$ cat src/rtl/ntfsrd_pkg.sv
// Shared widths, phase codes, register indexes and the run record for the run-list decoder.
package ntfsrd_pkg;

  localparam int unsigned ByteW   = 8;
  localparam int unsigned SumW    = 64;
  localparam int unsigned BaseW   = 48;
  localparam int unsigned SpcW    = 8;
  localparam int unsigned PosW    = 4;
  localparam int unsigned CfgIdxW = 2;

  localparam logic [CfgIdxW-1:0] CfgBaseSector       = 2'd0;
  localparam logic [CfgIdxW-1:0] CfgSectorsPerCluster = 2'd1;

  localparam logic [BaseW-1:0] BaseSectorReset = '0;
  localparam logic [SpcW-1:0]  SpcReset        = 8'd8;

  typedef enum logic [1:0] {
    PH_DONE   = 2'd0,
    PH_HEADER = 2'd1,
    PH_COUNT  = 2'd2,
    PH_OFFSET = 2'd3
  } phase_t;

  typedef struct packed {
    logic            clr;
    logic            eol;
    logic [SumW-1:0] count;
    logic [SumW-1:0] cluster;
  } run_t;

endpackage

$ cat src/rtl/ntfsrd_parse.sv
// Byte parser: header/count/offset tracking, cluster sum and the finished-run register.
module ntfsrd_parse
  import ntfsrd_pkg::*;
(
  input  logic             clk,
  input  logic             rst_n,
  input  logic             beat_acc,
  input  logic [ByteW-1:0] run_byte,
  input  logic             start_of_list,
  input  logic             take,
  output logic             run_vld,
  output run_t             run
);

  function automatic logic [SumW-1:0] sext_off(input logic [SumW-1:0] v,
                                               input logic [PosW-1:0] len);
    logic [SumW-1:0] r;
    logic [5:0]      top;
    logic            sgn;
    r   = v;
    top = {len[2:0], 3'b000} - 6'd1;
    sgn = v[top];
    if (!len[3]) begin
      for (int k = 0; k < 8; k++) begin
        if (PosW'(k) >= len) r[8*k +: 8] = {8{sgn}};
      end
    end
    return r;
  endfunction

  phase_t          phase_r, phase_nxt;
  logic [PosW-1:0] left_r, left_nxt;
  logic [PosW-1:0] pos_r, pos_nxt;
  logic [PosW-1:0] olen_r, olen_nxt;
  logic [SumW-1:0] cnt_r, cnt_nxt;
  logic [SumW-1:0] off_r, off_nxt;
  logic [SumW-1:0] clus_r, clus_nxt;
  logic            pend_r, pend_nxt;
  logic            vld_r, vld_nxt;
  run_t            run_r, run_nxt;

  phase_t          phase_eff;
  logic [SumW-1:0] clus_eff;
  logic [SumW-1:0] byte_sh;
  logic [SumW-1:0] cnt_m;
  logic [SumW-1:0] off_m;
  logic [SumW-1:0] off_ext;
  logic [SumW-1:0] add_op;
  logic [SumW-1:0] clus_sum;
  logic [PosW-1:0] left_dec;
  logic [PosW-1:0] pos_inc;
  logic [PosW-1:0] hi_nib;
  logic [PosW-1:0] lo_nib;
  logic            emit;

  always_comb begin
    phase_eff = start_of_list ? PH_HEADER : phase_r;
    clus_eff  = start_of_list ? '0 : clus_r;
    byte_sh   = {{(SumW-ByteW){1'b0}}, run_byte} << {pos_r[2:0], 3'b000};
    cnt_m     = pos_r[3] ? cnt_r : (cnt_r | byte_sh);
    off_m     = pos_r[3] ? off_r : (off_r | byte_sh);
    off_ext   = sext_off(off_m, olen_r);
    add_op    = (phase_eff == PH_OFFSET) ? off_ext : off_r;
    clus_sum  = clus_eff + add_op;
    left_dec  = left_r - 1'b1;
    pos_inc   = pos_r + 1'b1;
    lo_nib    = run_byte[3:0];
    hi_nib    = run_byte[7:4];

    phase_nxt = phase_r;
    left_nxt  = left_r;
    pos_nxt   = pos_r;
    olen_nxt  = olen_r;
    cnt_nxt   = cnt_r;
    off_nxt   = off_r;
    clus_nxt  = clus_r;
    pend_nxt  = pend_r;
    emit      = 1'b0;
    run_nxt   = run_r;

    if (beat_acc) begin
      clus_nxt = clus_eff;
      pend_nxt = pend_r | start_of_list;
      unique case (phase_eff)
        PH_HEADER: begin
          if (run_byte == '0) begin
            emit        = 1'b1;
            run_nxt.eol = 1'b1;
            run_nxt.count   = '0;
            run_nxt.cluster = '0;
            phase_nxt   = PH_DONE;
          end else begin
            cnt_nxt  = '0;
            off_nxt  = '0;
            pos_nxt  = '0;
            olen_nxt = hi_nib;
            if (lo_nib != '0) begin
              left_nxt  = lo_nib;
              phase_nxt = PH_COUNT;
            end else begin
              left_nxt  = hi_nib;
              phase_nxt = PH_OFFSET;
            end
          end
        end
        PH_COUNT: begin
          cnt_nxt  = cnt_m;
          pos_nxt  = pos_inc;
          left_nxt = left_dec;
          if (left_dec == '0) begin
            if (olen_r == '0) begin
              emit            = 1'b1;
              run_nxt.eol     = 1'b0;
              run_nxt.count   = cnt_m;
              run_nxt.cluster = clus_sum;
              clus_nxt        = clus_sum;
              phase_nxt       = PH_HEADER;
            end else begin
              pos_nxt   = '0;
              left_nxt  = olen_r;
              phase_nxt = PH_OFFSET;
            end
          end
        end
        PH_OFFSET: begin
          off_nxt  = off_m;
          pos_nxt  = pos_inc;
          left_nxt = left_dec;
          if (left_dec == '0) begin
            off_nxt         = off_ext;
            emit            = 1'b1;
            run_nxt.eol     = 1'b0;
            run_nxt.count   = cnt_r;
            run_nxt.cluster = clus_sum;
            clus_nxt        = clus_sum;
            phase_nxt       = PH_HEADER;
          end
        end
        PH_DONE: begin
        end
      endcase
      if (emit) begin
        run_nxt.clr = pend_r | start_of_list;
        pend_nxt    = 1'b0;
      end
    end

    if (beat_acc && emit) begin
      vld_nxt = 1'b1;
    end else if (take) begin
      vld_nxt = 1'b0;
    end else begin
      vld_nxt = vld_r;
    end
  end

  always_ff @(posedge clk) begin
    if (!rst_n) begin
      phase_r <= PH_DONE;
      left_r  <= '0;
      pos_r   <= '0;
      olen_r  <= '0;
      cnt_r   <= '0;
      off_r   <= '0;
      clus_r  <= '0;
      pend_r  <= 1'b0;
      vld_r   <= 1'b0;
    end else begin
      phase_r <= phase_nxt;
      left_r  <= left_nxt;
      pos_r   <= pos_nxt;
      olen_r  <= olen_nxt;
      cnt_r   <= cnt_nxt;
      off_r   <= off_nxt;
      clus_r  <= clus_nxt;
      pend_r  <= pend_nxt;
      vld_r   <= vld_nxt;
    end
  end

  always_ff @(posedge clk) begin
    run_r <= run_nxt;
  end

  assign run_vld = vld_r;
  assign run     = run_r;

endmodule

$ cat src/rtl/ntfs_data_run_decoder_core.sv
// Top level of the run-list decoder: parser, scaling multiply stage and output register.
//
//   channel  dir  ports                          payload (low bit up)
//   in       in   in_tvalid/in_tready            in_tdata: run_byte; in_tuser: start_of_list
//   out      out  out_tvalid/out_tready          out_tdata: run_start_sector, run_sectors,
//                                                dest_sector_offset; out_tlast: end_of_list
//   cfg      in   cfg_we/cfg_idx/cfg_wdata       0 base_sector, 1 sectors_per_cluster
//
// One byte is taken every cycle while in_tready is high. After its last byte a result passes
// the parser register, multiply register (two 64x8 products) and output register (base and
// destination adds). Reset is synchronous. Stalls on out back up through the three
// registers; in_tready drops only when all of them are full.
module ntfs_data_run_decoder_core
  import ntfsrd_pkg::*;
(
  input  logic                 clk,
  input  logic                 rst_n,
  input  logic                 in_tvalid,
  output logic                 in_tready,
  input  logic [ByteW-1:0]     in_tdata,    // [7:0] run_byte
  input  logic                 in_tuser,    // [0] start_of_list
  output logic                 out_tvalid,
  input  logic                 out_tready,
  output logic [3*SumW-1:0]    out_tdata,   // [63:0] run_start_sector, [127:64] run_sectors,
                                            // [191:128] dest_sector_offset
  output logic                 out_tlast,
  input  logic                 cfg_we,
  input  logic [CfgIdxW-1:0]   cfg_idx,
  input  logic [BaseW-1:0]     cfg_wdata
);

  logic [BaseW-1:0] base_r;
  logic [SpcW-1:0]  spc_r;

  logic             a_vld;
  run_t             a_run;
  logic             a_take;
  logic             beat_acc;

  logic             b_vld_r, b_vld_nxt;
  logic [SumW-1:0]  secs_r, secs_nxt;
  logic [SumW-1:0]  prod_r, prod_nxt;
  logic             b_clr_r, b_clr_nxt;
  logic             b_eol_r, b_eol_nxt;
  logic             b_ready;
  logic             b_take;

  logic             o_vld_r, o_vld_nxt;
  logic [3*SumW-1:0] o_data_r, o_data_nxt;
  logic             o_last_r, o_last_nxt;
  logic             o_ready;
  logic [SumW-1:0]  dest_r, dest_nxt;
  logic [SumW-1:0]  dest_base;
  logic [SumW-1:0]  spc_ext;

  assign o_ready   = !o_vld_r || out_tready;
  assign b_take    = b_vld_r && o_ready;
  assign b_ready   = !b_vld_r || b_take;
  assign a_take    = a_vld && b_ready;
  assign in_tready = !a_vld || a_take;
  assign beat_acc  = in_tvalid && in_tready;

  ntfsrd_parse u_parse (
    .clk           (clk),
    .rst_n         (rst_n),
    .beat_acc      (beat_acc),
    .run_byte      (in_tdata),
    .start_of_list (in_tuser),
    .take          (a_take),
    .run_vld       (a_vld),
    .run           (a_run)
  );

  always_ff @(posedge clk) begin
    if (!rst_n) begin
      base_r <= BaseSectorReset;
      spc_r  <= SpcReset;
    end else if (cfg_we) begin
      if (cfg_idx == CfgBaseSector) begin
        base_r <= cfg_wdata;
      end else if (cfg_idx == CfgSectorsPerCluster) begin
        spc_r <= cfg_wdata[SpcW-1:0];
      end
    end
  end

  assign spc_ext = {{(SumW-SpcW){1'b0}}, spc_r};

  always_comb begin
    secs_nxt  = secs_r;
    prod_nxt  = prod_r;
    b_clr_nxt = b_clr_r;
    b_eol_nxt = b_eol_r;
    if (a_take) begin
      secs_nxt  = a_run.count * spc_ext;
      prod_nxt  = a_run.cluster * spc_ext;
      b_clr_nxt = a_run.clr;
      b_eol_nxt = a_run.eol;
    end
    if (a_take) begin
      b_vld_nxt = 1'b1;
    end else if (b_take) begin
      b_vld_nxt = 1'b0;
    end else begin
      b_vld_nxt = b_vld_r;
    end
  end

  always_comb begin
    dest_base  = b_clr_r ? '0 : dest_r;
    dest_nxt   = dest_r;
    o_data_nxt = o_data_r;
    o_last_nxt = o_last_r;
    if (b_take) begin
      dest_nxt = dest_base + secs_r;
      if (b_eol_r) begin
        o_data_nxt = '0;
      end else begin
        o_data_nxt = {dest_base, secs_r, {{(SumW-BaseW){1'b0}}, base_r} + prod_r};
      end
      o_last_nxt = b_eol_r;
    end
    if (b_take) begin
      o_vld_nxt = 1'b1;
    end else if (out_tready) begin
      o_vld_nxt = 1'b0;
    end else begin
      o_vld_nxt = o_vld_r;
    end
  end

  always_ff @(posedge clk) begin
    if (!rst_n) begin
      b_vld_r <= 1'b0;
      o_vld_r <= 1'b0;
      dest_r  <= '0;
    end else begin
      b_vld_r <= b_vld_nxt;
      o_vld_r <= o_vld_nxt;
      dest_r  <= dest_nxt;
    end
  end

  always_ff @(posedge clk) begin
    secs_r   <= secs_nxt;
    prod_r   <= prod_nxt;
    b_clr_r  <= b_clr_nxt;
    b_eol_r  <= b_eol_nxt;
    o_data_r <= o_data_nxt;
    o_last_r <= o_last_nxt;
  end

  assign out_tvalid = o_vld_r;
  assign out_tdata  = o_data_r;
  assign out_tlast  = o_last_r;

endmodule

$ cat config.mk
export PLATFORM = sky130hd
export DESIGN_NAME = ntfs_data_run_decoder_core
export DESIGN_NICKNAME = d
export VERILOG_FILES = /design/src/rtl/ntfsrd_pkg.sv /design/src/rtl/ntfsrd_parse.sv /design/src/rtl/ntfs_data_run_decoder_core.sv
export SDC_FILE = /design/constraint.sdc
export NUM_CORES = 2
export LEC_CHECK = 0
export BUFFER_PORTS_ARGS = -buffer_cell sky130_fd_sc_hd__buf_2
export CAP_MARGIN = 10
export CORE_MARGIN = 3
export CORE_UTILIZATION = 40
export DETAILED_ROUTE_END_ITERATION = 8
export PLACE_DENSITY = 0.59
export SLEW_MARGIN = 30
export SYNTH_ARGS = -nofsm -noshare
export SYNTH_HDL_FRONTEND = slang
export SYNTH_HIERARCHICAL = 1
export SYNTH_SLANG_ARGS = --single-unit
$ cat constraint.sdc
create_clock -name clk -period 12.3 [get_ports clk]
set_input_delay 3.075 -clock clk [delete_from_list [all_inputs] [get_ports clk]]
set_output_delay 3.075 -clock clk [all_outputs]
set_load 0.005 [all_outputs]
### Yosys cells after proc, flatten, opt, wreduce, memory -nomap -nowiden

Cells that the tools add are included.

| storage, ports and cells | value |
|---|---|
| flip-flop bits (word level) | 783 |
| bits of input ports | 64 |
| output and inout bits | 195 |
| word-level logic and storage cells | 145 |

| operators by class | value |
|---|---|
| add/subtract/negate cells | 6 |
| multiply operators | 2 |
| magnitude comparators | 9 |
| equal/unequal tests | 9 |
| shifts and indexed selects | 1 |
| muxes and demuxes | 59 |
| bitwise operators | 5 |
| reductions and logical operators | 30 |

Operator list:

| cell | number |
|---|---|
| $mux 64 | 11 |
| $mux 129 | 4 |
| $pmux 129 s3 | 1 |
| $pmux 64 s2 | 3 |
| $add 64x64->64 | 2 |
| $mul 64x8->64 | 2 |
| $or 64x64->64 | 2 |
| $add 48x64->64 | 1 |
| $mux 8 | 8 |
| $shl 8x6->64 | 1 |
| $mux 4 | 7 |
| $pmux 4 s3 | 2 |
| $ge 3x4->1 const A | 4 |
| $mux 1 | 15 |
| $reduce_and 3->1 | 5 |
| $mux 2 | 5 |
| $reduce_bool 2->1 | 5 |
| $ge 1x4->1 const A | 2 |
| $ge 2x4->1 const A | 2 |
| $logic_not 4->1 | 2 |
| $logic_not 8->1 | 1 |
| $lt 6x7->1 const B | 1 |
| $bmux 1 s6 | 1 |
| $ne 2x1->1 const B | 3 |
| other kinds (19) | 31 |

### Depth between registers and ports, before layout

| depth | value |
|---|---|
| word-level depth | 12 |
| depth in mapped cells | 26 |
| depth with buffers taken out | 24 |

### Modules after synthesis

Netlist, hierarchy kept.

Modules (own cells, without submodules):

| module | instances | cells an instance | area an instance (um2) | seq. area each (um2) |
|---|---|---|---|---|
| ntfs_data_run_decoder_core | 1 | 5406 | 51333.0 | 12141.6 |
| ntfsrd_parse | 1 | 2182 | 18087.3 | 8067.7 |

### Least setup slack after synthesis

No wires, ideal clock.

| timing | value |
|---|---|
| path kind | input to register |
| start point | input in_tdata[2] |
| end point | register u_parse.run_r (netlist bit u_parse/run[0]) (enable) |
| arrival | 10.280 ns |
| slack | 1.361 ns |
| cell stages on the path | 6 |
| path buffers | 1 |
| cell sequence | clkbuf_1 nor4_2 nand2_1 nand2_1 nand2_1 a21oi_1 |

| between the ends | value |
|---|---|
| cells in the longest elaborated chain, start to end | 3 |

RTL lines:

| what | RTL line | RTL |
|---|---|---|
| start, declared | ntfs_data_run_decoder_core.sv:20 | `input logic [ByteW-1:0] in_tdata,` |
| $logic_not 8->1 | ntfsrd_parse.sv:86 | `if (run_byte == '0) begin` |
| $ne 2x1->1 (no source line) | n/a |  |
| $reduce_and 6->1 (no source line) | n/a |  |
| end signal, assigned | ntfsrd_parse.sv:182 | `run_r <= run_nxt;` |
| end, declared | ntfsrd_parse.sv:40 | `run_t run_r, run_nxt;` |

No other way between the ends.
A chain may end at the register's enable or synchronous reset.

### Final worst setup path

| timing | value |
|---|---|
| start point | input in_tuser |
| end point | register u_parse.run_r (netlist bit u_parse/run[60]), data pin |

| between the ends | value |
|---|---|
| cells in the longest elaborated chain, start to end | 7 |
| elaborated cells on any way between the ends | 11 |

RTL lines:

| what | RTL line | RTL |
|---|---|---|
| start, declared | ntfs_data_run_decoder_core.sv:21 | `input logic in_tuser,` |
| $mux 2 | ntfsrd_parse.sv:57 | `phase_eff = start_of_list ? PH_HEADER : phase_r;` |
| $eq 2x2->1 | ntfsrd_parse.sv:63, ntfsrd_parse.sv:84 |  |
| $mux 64 | ntfsrd_parse.sv:63 | `add_op = (phase_eff == PH_OFFSET) ? off_ext : off_r;` |
| $add 64x64->64 | ntfsrd_parse.sv:64 | `clus_sum = clus_eff + add_op;` |
| $mux 129 | ntfsrd_parse.sv:111 | `if (olen_r == '0) begin` |
| $mux 129 | ntfsrd_parse.sv:110 | `if (left_dec == '0) begin` |
| $pmux 129 s3 * | ntfsrd_parse.sv:84 | `unique case (phase_eff)` |

Every way passes the cells marked *; elsewhere a longest branch is shown, timed or not. The select of a mux whose other input is x is not followed.

==> impl_results.md <==
- Outcome: complete, no violations
- Port buffer count: 258
- Syn-to-layout area delta: 9.21%
- CP required: 12.73 ns
- Busiest grt layer: met2
- Die area: 179000 µm²
- Fin crit share: 73.8%
- Largest net degree at the start of global routing: 130
- Max_slew headroom: 36.7%
- Starting DRC count in detailed routing: 3712
- Final setup fails: 0
- Antenna violations before repair: 14
- Post-Syn Instances: 7588
- DP HPWL: 144000 µm
- Worst-path clk slew: 0.06 ns
- CTS resizes: 0
- First-pass GRT wire length: 304000 µm
- DRT antenna net count: 0
- Clock sink count: 783
- Layout Skew: 0.0331 ns
- Hold buffers post-CTS: 0
- Max Clk Rate: 110 MHz
- Ys Warns: 6
- Flops & latches, synth: 783
- Power per Cell Area: 99.2 nW/µm²
- Min cycle time layout: 9.08 ns
- Chip width: 423 µm
- DR vias: 53300
- Nets@finish: 8675
- Distinct cells, synth: 93
- CP Capture Type: flop
- WS Path Type: primary input to flop
- Io pins: 259
- GRT overflow: 0
- Hold Path Class: flop to flop
- Leak Pwr: 32.5 nW
- Final Core Density: 44.0%
- Final hold viol count: 0
- Vias in the first global route: 53200
- CP startpoint kind: primary input
- Drt drc: 0
- Clock root buffer: clkbuf_16
- Share of cells above drive strength 1: 6.95%
- Initial Util: 40.3%
- CTS tree: done
- Cell taking the most area after synthesis: fa_1
- Post-Syn Nets: 8675
- RSZ-0062 raised after global routing: false
- Drt first pass iters: 5
- GPL Wtd Cong: 0.910
- CTS buffer count: 88
- Total track usage: 21.1%
- Asr flop ratio synth: 0%
- Post-synth EDFFs: 453
- Least-Margin Pin Slew: 0.926 ns
- Slew Limit Fails: 0
- Final wirelength: 190000 µm
- Core Region: 172000 µm²
- Post-synthesis sequential area ratio: 29.1%
- Drt wl/cell: 19.1 µm
- Main flop type after synthesis: edfxtp_1
- Met1 Usage GRT: 30.7%
- MaxCap Viol Count: 0
- Setup TNS: 0 ns
- Mapped cell area: 69400 µm²
- H-tree levels: 3
- Longest Clk Path Bufs: 3
- Synth Area per Inst: 9.15 µm²
- # rows: 152
- Worst-Skew Late Latency: 0.71 ns
- Routed vias/inst: 5.34
- Met3 usage: 3.25%
- Area share of the largest cell type after synthesis: 20.2%
- Top-count cell post-synth: and2_1
- Top cells by count, synth: and2_1 (920), nand2_1 (726), fa_1 (699), nor2_1 (594)
- Max FO, Critical Path: 53
- Met2 usage: 33.2%
- Post-CTS Setup Repair Bufs: 0
- Maximum VDD drop: 0.0989 mV
- Die Y: 423 µm
- Arrival time worst endpoint: 9.51 ns
- Dominant cells by area after synthesis: fa_1 (20%), edfxtp_1 (20%), dfxtp_1 (9.5%)
[kinds of logic (layout without fill, tap and decap cells)]
logic type / count (synthesis) / in the layout / share of synthesized area, %
xor+xnor: 312 / 312 / 3.96
mux: 18 / 18 / 0.281
fa+ha+maj: 1023 / 1023 / 26.0
buf+inv: 992 / 1068 / 5.40
other cells: 0 / 5 / 0
flops: 783 / 783 / 29.1
compound gates: 1601 / 1601 / 14.3
simple gates: 2859 / 2859 / 20.9
[state kept, by name, indices dropped and copies added, names as in the netlist, 8 cells and up]
| name | flops |
|---|---|
| base_r | 48 |
| dest_r | 64 |
| out_tdata | 192 |
| prod_r | 64 |
| secs_r | 64 |
| spc_r | 8 |
| u_parse/clus_r | 64 |
| u_parse/cnt_r | 64 |
| u_parse/off_r | 64 |
| u_parse/run | 130 |
[cells in the final DEF (no fill, tap or decap), types with 127 or more instances in the layout]
cell / synthesis / layout
a21o_1: 202 / 202
a21oi_1: 584 / 582
and2_1: 920 / 920
buf_2: 19 / 257
dfxtp_1: 330 / 322
edfxtp_1: 453 / 453
fa_1: 699 / 699
ha_1: 324 / 324
inv_1: 584 / 582
nand2_1: 726 / 724
nor2_1: 594 / 591
nor2b_1: 251 / 249
o21ai_0: 269 / 269
xnor2_1: 184 / 184
xor2_1: 127 / 127
[metrics by stage]
| stage | hold slack (ns) | setup slack [ns] | total power, W | cell area, µm² | cells |
|---|---|---|---|---|---|
| after CTS | 0.422 | 2.90 | 0.00759 | 75800 | 9974 |
| after detailed placement | 0.407 | 2.14 | 0.00476 | 72700 | 9808 |
| after floorplan | 0.400 | 1.36 | 0.00423 | 69400 | 7588 |
| final | 0.420 | 3.22 | 0.00752 | 75800 | 9979 |
| after global placement | 0.404 | 2.42 | 0.00473 | 72600 | 9805 |
| after global routing | 0.422 | 2.75 | 0.00792 | 75800 | 9976 |
[worst paths after layout]
check	to	startpoint	cells past startpoint	slack, ns
hold / removal	b_eol_r	u_parse/run[128]	0	0.42
hold reg to reg	b_eol_r	u_parse/run[128]	0	0.42
setup / recovery	u_parse/run[60]	in_tuser	22	3.22
setup reg to reg	prod_r[63]	spc_r[2]	21	4.42
[metal layers]
layer / share of wire [%] / vias up / wire, µm
met1: 48 / 26500 / 91200
met2: 45 / 1287 / 85400
met4: 1.8 / 8 / 3390
met3: 5.5 / 178 / 10400
met5: 0.031 / - / 60
li1: - / 25300 / -
[critical path, stage by stage]
cell and delay [ns]:
buf_2 0.36, nor2b_2 0.62, inv_4 0.39, nor2_1 0.68
nand2_1 0.18, nor2_1 0.16, buf_4 0.25, nand2_1 0.20
o21a_1 0.17, ha_1 0.23, fa_1 0.48, a211o_1 0.34
o211ai_1 0.15, a21boi_0 0.21, o211ai_1 0.61, a31oi_1 0.32
o21ai_1 0.21, nand2_1 0.13, o21ai_1 0.27, o21ai_1 0.14
mux2i_1 0.20, a21oi_1 0.09
[where the power goes]
group          switching [W]  internal, W
Clock                0.00116      0.00165
Sequential         0.0000656      0.00285
Combinational        0.00114     0.000668
Total                0.00236      0.00516
[cell type report]
class | count | area (µm²)
flip-flops and latches | 783 | 20200
diodes | 5 | 12.5
fillers | 16700 | 96300
clock buffers | 110 | 2390
multi-input cells | 5813 | 45600
repair buffers | 317 | 1830
clock inverters | 56 | 684
well taps | 2310 | 2890
inverters | 585 | 2210
Note: power is estimated with default switching activity, not from simulation.
